### src/rtl/sliding_window_skewness_defines.svh
// ----------------------------------------------------------------------------
// sliding_window_skewness_defines.svh
// Assertion macros shared by the sliding window skewness block
// ----------------------------------------------------------------------------
`ifndef SLIDING_WINDOW_SKEWNESS_DEFINES_SVH
`define SLIDING_WINDOW_SKEWNESS_DEFINES_SVH
`ifndef SYNTHESIS
// invariant checked at every clock edge outside reset
`define SWSK_ASSERT(lbl, clk, rst_n, prop, msg) \
	lbl: assert property (@(posedge clk) disable iff (!rst_n) (prop)) else $error(msg);
// implication checked at every clock edge outside reset
`define SWSK_ASSERT_IMPL(lbl, clk, rst_n, ante, cons, msg) \
	lbl: assert property (@(posedge clk) disable iff (!rst_n) (ante) |-> (cons)) else $error(msg);
`else
`define SWSK_ASSERT(lbl, clk, rst_n, prop, msg)
`define SWSK_ASSERT_IMPL(lbl, clk, rst_n, ante, cons, msg)
`endif
`endif

### src/rtl/swsk_pkg.sv
// ----------------------------------------------------------------------------
// swsk_pkg
// Types and constants of the sliding window skewness block
// ----------------------------------------------------------------------------
package swsk_pkg;

	localparam int unsigned SAMPLE_W   = 32;
	localparam int unsigned WL_W       = 9;
	localparam int unsigned SKEW_W     = 23;
	localparam int unsigned MARKER_W   = 20;
	localparam int unsigned MAG_W      = 16;
	localparam int unsigned FRAC_W     = 16;
	localparam int unsigned Q_W        = 32;
	localparam int unsigned SK_SHIFT   = 8;
	localparam int unsigned SK_W       = 40;
	localparam int unsigned SQ_IN_W    = 48;
	localparam int unsigned ROOT_W     = 24;
	localparam int unsigned SQ_REM_W   = 26;
	localparam int unsigned MK_W       = 26;
	localparam int unsigned MIN_SEEN   = 3;

	localparam logic [WL_W-1:0]   WL_RESET     = 9'd64;
	localparam logic [WL_W-1:0]   WL_SHORT     = 9'd3;
	localparam logic [SK_W-1:0]   SKEW_POS_MAX = 40'd4194303;
	localparam logic [SK_W-1:0]   SKEW_NEG_MAG = 40'd4194304;
	localparam logic [MK_W-1:0]   MARKER_MAX   = 26'd655360;

	typedef enum logic [4:0] {
		ST_IDLE,
		ST_CHECK,
		ST_SUM,
		ST_REW_MAX,
		ST_MAX,
		ST_FLAT,
		ST_NORM,
		ST_MOM,
		ST_DIVQ,
		ST_DIVQ_WAIT,
		ST_DIVV,
		ST_DIVV_WAIT,
		ST_SQRT,
		ST_SQRT_WAIT,
		ST_DIVS,
		ST_DIVS_WAIT,
		ST_FIN,
		ST_FIN_FLAT,
		ST_FIN_ZERO
	} ctrl_state_t;

	typedef enum logic [3:0] {
		OP_NONE,
		OP_STORE,
		OP_SETUP,
		OP_READ_SUM,
		OP_REWIND,
		OP_READ_MAX,
		OP_NORM_INIT,
		OP_NORM_STEP,
		OP_READ_MOM,
		OP_DIVQ_START,
		OP_DIVV_START,
		OP_SQRT_START,
		OP_DIVS_START,
		OP_FIN,
		OP_FIN_FLAT,
		OP_FIN_ZERO
	} dp_op_t;

	typedef struct packed {
		dp_op_t op;
	} dp_cmd_t;

	typedef struct packed {
		logic seen_lt3;
		logic pass_done;
		logic flat;
		logic norm_ok;
		logic div_busy;
		logic sqrt_busy;
		logic out_free;
	} dp_status_t;

endpackage

### src/rtl/swsk_ctrl.sv
// ----------------------------------------------------------------------------
// swsk_ctrl
// Sequencer: steps the datapath through the passes, divisions and root
// ----------------------------------------------------------------------------
module swsk_ctrl (
	input  logic                  clk,
	input  logic                  arst_n,
	input  logic                  in_valid,
	output logic                  in_ready,
	input  swsk_pkg::dp_status_t  status,
	output swsk_pkg::dp_cmd_t     cmd
);

	swsk_pkg::ctrl_state_t state_q;
	swsk_pkg::ctrl_state_t state_d;

	always_ff @(posedge clk or negedge arst_n) begin
		if (!arst_n) begin
			state_q <= swsk_pkg::ST_IDLE;
		end else begin
			state_q <= state_d;
		end
	end

	always_comb begin
		state_d = state_q;
		case (state_q)
			swsk_pkg::ST_IDLE: begin
				if (in_valid) state_d = swsk_pkg::ST_CHECK;
			end
			swsk_pkg::ST_CHECK: begin
				state_d = status.seen_lt3 ? swsk_pkg::ST_FIN_ZERO : swsk_pkg::ST_SUM;
			end
			swsk_pkg::ST_SUM: begin
				if (status.pass_done) state_d = swsk_pkg::ST_REW_MAX;
			end
			swsk_pkg::ST_REW_MAX: state_d = swsk_pkg::ST_MAX;
			swsk_pkg::ST_MAX: begin
				if (status.pass_done) state_d = swsk_pkg::ST_FLAT;
			end
			swsk_pkg::ST_FLAT: begin
				state_d = status.flat ? swsk_pkg::ST_FIN_FLAT : swsk_pkg::ST_NORM;
			end
			swsk_pkg::ST_NORM: begin
				if (status.norm_ok) state_d = swsk_pkg::ST_MOM;
			end
			swsk_pkg::ST_MOM: begin
				if (status.pass_done) state_d = swsk_pkg::ST_DIVQ;
			end
			swsk_pkg::ST_DIVQ: state_d = swsk_pkg::ST_DIVQ_WAIT;
			swsk_pkg::ST_DIVQ_WAIT: begin
				if (!status.div_busy) state_d = swsk_pkg::ST_DIVV;
			end
			swsk_pkg::ST_DIVV: state_d = swsk_pkg::ST_DIVV_WAIT;
			swsk_pkg::ST_DIVV_WAIT: begin
				if (!status.div_busy) state_d = swsk_pkg::ST_SQRT;
			end
			swsk_pkg::ST_SQRT: state_d = swsk_pkg::ST_SQRT_WAIT;
			swsk_pkg::ST_SQRT_WAIT: begin
				if (!status.sqrt_busy) state_d = swsk_pkg::ST_DIVS;
			end
			swsk_pkg::ST_DIVS: state_d = swsk_pkg::ST_DIVS_WAIT;
			swsk_pkg::ST_DIVS_WAIT: begin
				if (!status.div_busy) state_d = swsk_pkg::ST_FIN;
			end
			swsk_pkg::ST_FIN, swsk_pkg::ST_FIN_FLAT, swsk_pkg::ST_FIN_ZERO: begin
				if (status.out_free) state_d = swsk_pkg::ST_IDLE;
			end
			default: state_d = swsk_pkg::ST_IDLE;
		endcase
	end

	always_comb begin
		in_ready = 1'b0;
		cmd.op   = swsk_pkg::OP_NONE;
		case (state_q)
			swsk_pkg::ST_IDLE: begin
				in_ready = 1'b1;
				if (in_valid) cmd.op = swsk_pkg::OP_STORE;
			end
			swsk_pkg::ST_CHECK:   cmd.op = swsk_pkg::OP_SETUP;
			swsk_pkg::ST_SUM:     cmd.op = swsk_pkg::OP_READ_SUM;
			swsk_pkg::ST_REW_MAX: cmd.op = swsk_pkg::OP_REWIND;
			swsk_pkg::ST_MAX:     cmd.op = swsk_pkg::OP_READ_MAX;
			swsk_pkg::ST_FLAT:    cmd.op = swsk_pkg::OP_NORM_INIT;
			swsk_pkg::ST_NORM:    cmd.op = swsk_pkg::OP_NORM_STEP;
			swsk_pkg::ST_MOM:     cmd.op = swsk_pkg::OP_READ_MOM;
			swsk_pkg::ST_DIVQ:    cmd.op = swsk_pkg::OP_DIVQ_START;
			swsk_pkg::ST_DIVV:    cmd.op = swsk_pkg::OP_DIVV_START;
			swsk_pkg::ST_SQRT:    cmd.op = swsk_pkg::OP_SQRT_START;
			swsk_pkg::ST_DIVS:    cmd.op = swsk_pkg::OP_DIVS_START;
			swsk_pkg::ST_FIN: begin
				if (status.out_free) cmd.op = swsk_pkg::OP_FIN;
			end
			swsk_pkg::ST_FIN_FLAT: begin
				if (status.out_free) cmd.op = swsk_pkg::OP_FIN_FLAT;
			end
			swsk_pkg::ST_FIN_ZERO: begin
				if (status.out_free) cmd.op = swsk_pkg::OP_FIN_ZERO;
			end
			default: cmd.op = swsk_pkg::OP_NONE;
		endcase
	end

endmodule

### config.mk
export PLATFORM = sky130hd
export DESIGN_NAME = swsk_ctrl
export DESIGN_NICKNAME = d
export VERILOG_FILES = /design/src/rtl/sliding_window_skewness_defines.svh /design/src/rtl/swsk_pkg.sv /design/src/rtl/swsk_ctrl.sv
export SDC_FILE = /design/constraint.sdc
export NUM_CORES = 1
export LEC_CHECK = 0
export BUFFER_PORTS_ARGS = -buffer_cell sky130_fd_sc_hd__buf_2
export CAP_MARGIN = 20
export CORE_AREA = 4 4 41 43
export DETAILED_ROUTE_END_ITERATION = 8
export DIE_AREA = 0 0 45 47
export PLACE_DENSITY = 0.84
export SETUP_SLACK_MARGIN = 0.1
export SKIP_LAST_GASP = 1
export SLEW_MARGIN = 20
export SYNTH_ARGS = -nofsm -noshare
export SYNTH_HDL_FRONTEND = slang
export SYNTH_SLANG_ARGS = --single-unit
### constraint.sdc
create_clock -name clk -period 2.4 [get_ports clk]
set_input_delay 0.24 -clock clk [delete_from_list [all_inputs] [get_ports clk]]
set_output_delay 0.24 -clock clk [all_outputs]
set_load 0.05 [all_outputs]
==> out/qor.yml <==
core_um2: 1300
place_congestion: 0.908
drtIter0Drc: 20
worstSetupStartpointType: "flop"
syn_to_final_growth_pct: 16.8
synth_edf_count: 0
root_buffer: "clkbuf_4"
largest_reg_flops: 5
fin_crit_ps: 2150
ys_warn_count: 0
path_depth: 5
outcome: "finished clean"
max-cap-violations: 0
min_period_over_period_pct: 89.7
clock_latency_ps: 240
port_buffers: 14
slowest_stage: "dfrtp_1"
relSlewSlack_pct: 65.4
cts_resized: 0
fp.dieH_um: 47
hold_violations: 0
grt_start_max_net_pins: 17
ys_types: 36
clkTransAtPathRegs_ps: 40
hp-class: "in -> async"
crit_start: "state_q[1]$_DFFE_PN0P_"
grt_pass1_wl_mm: 2.47
synth.cell_area_um2: 634
drc_errors: 0
ys_ff_latch: 5
grt_overflow: 0
syn_avg_cell_area_um2: 8.57
skew_ps: 3.58
globalRouteTotalUtil_pct: 16.3
first_global_vias: 599
ios: 15
cts_tree: "built"
drive_gt1_share_pct: 33.3
syn_inst: 74
vias_per_cell: 6.12
start_util_pct: 48.7
routedWlPerCell_um: 14.2
syn_nets: 84
fmax_ghz: 0.465
endpoint_kind: "output pin"
die_x_um: 45
ys_async_sr_fraction_pct: 100
die_area_um2: 2120
cp_data_arrival_time_ps: 1910
place_hpwl_mm: 1.14
reg.largest.list: "state_q x5"
finalMaxSlewViolations: 0
crit_fanout: 16
crit_buf_inv: 1
seq_area_frac_synth_pct: 19.7
rows: 13
rsz0062_at_grt: "false"
cts.path.max_buffers: 2
h-tree-depth: 1
r2r-start: "state_q[2]$_DFFE_PN0P_"
slowest_delay_ps: 620
ant_nets: 0
num_antenna_cells: 0
post_cts_buffers: 0
cts_sinks: 5
crit_chain: "nand2_1 > o21a_1 > o22a_1 > o22ai_1 > buf_2"
vias: 643
tns_ps: 0
wl_mm: 1.49
synth_flop_cell: "dfrtp_1"
largest-register: "state_q"
cts_hold_buf: 1
crit_family: "flip-flops"
path_class: "reg -> out"
antenna_found_initial: 0
cts_inserted_buffers: 3
r2r_cells: 5
setup_violations: 0
final_nets: 101
max_slew.worst_pin.slew_ps: 520
drt_pass1_iterations: 4
required_ps: 2160
==> final timing paths <==
path	to	slack [ps]
min in group clk	state_q[2]$_DFFE_PN0P_	420
max	cmd[2]	250
max reg2reg	state_q[0]$_DFFE_PN0P_	330
max in group asynchronous	state_q[1]$_DFFE_PN0P_	1930
min reg2reg	state_q[3]$_DFFE_PN0P_	720
min	state_q[4]$_DFFE_PN0P_	340
==> cell usage after synthesis (3+ instances only) <==
| cell type | count | area share (%) |
|---|---|---|
| a21oi_1 | 3 | 2.4 |
| buf_6 | 3 | 5.3 |
| dfrtp_1 | 5 | 20 |
| inv_1 | 3 | 1.8 |
| nand2_1 | 7 | 4.1 |
| nor2_1 | 5 | 3.0 |
| nor3_1 | 5 | 3.9 |
| o21ai_0 | 3 | 2.4 |
| o21ai_1 | 3 | 2.4 |
| o31ai_1 | 3 | 3.6 |
==> stage by stage <==
step                      cells  setup slack, ps  hold slack, ps  util, %  cell area, um2
after floorplan              74              213           -55.6        -             639
after global placement      100              416            58.8     54.1             704
after detailed placement    100              377            60.1     54.1             704
after CTS                   105              265             335     56.9             741
after global routing        105              140             344     56.9             741
final                       105              247             337     56.9             741
==> final cells by class <==
cell class / instances / area, um2
fill: 131 / 561
multi-input combinational: 60 / 457
sequential: 5 / 125
timing repair buffer: 18 / 103
clock buffer: 4 / 26.3
tap: 15 / 18.8
inverter: 3 / 11.3
==> cell families (layout without fill, tap and decap cells) <==
| family | after synthesis | count (layout) | share of synthesized area, % |
|---|---|---|---|
| mux | 3 | 3 | 5.52 |
| buf+inv | 9 | 25 | 9.07 |
| compound gates | 27 | 27 | 39.1 |
| flops | 5 | 5 | 19.7 |
| xor+xnor | 1 | 1 | 1.38 |
| simple gates | 29 | 29 | 25.2 |
==> cells in the final DEF, fill, tap and decap left out, types with 2 or more instances in the layout <==
master,instances
a21oi_1,3
a31oi_1,2
and3b_1,2
buf_2,14
buf_4,3
clkbuf_4,3
dfrtp_1,5
inv_1,3
mux2i_1,2
nand2_1,7
nand3_1,2
nor2_1,5
nor2b_1,2
nor3_1,4
o21a_1,2
o21ai_0,3
o21ai_1,3
o22a_1,2
o31ai_1,3
==> worst reg2reg max path: cells and delay by family, from the launching register on <==
kind	cells	cell delay, ps
AOI/OAI and AO/OA	3	460
DFF	1	660
muxes	1	290
and+or+nand+nor	1	540
==> layer usage <==
metal / track usage (%) / vias to the layer above / part of all wire (%)
met1: 19.4 / 302 / 44
met3: 1.53 / 4 / 3.7
met5: 0 / - / 0
met4: 13.5 / 0 / 1.5
met2: 26.6 / 19 / 51
li1: - / 318 / -
Power is not shown: default switching activity piles up to over one toggle a cycle in this logic, so the estimate is an artifact.
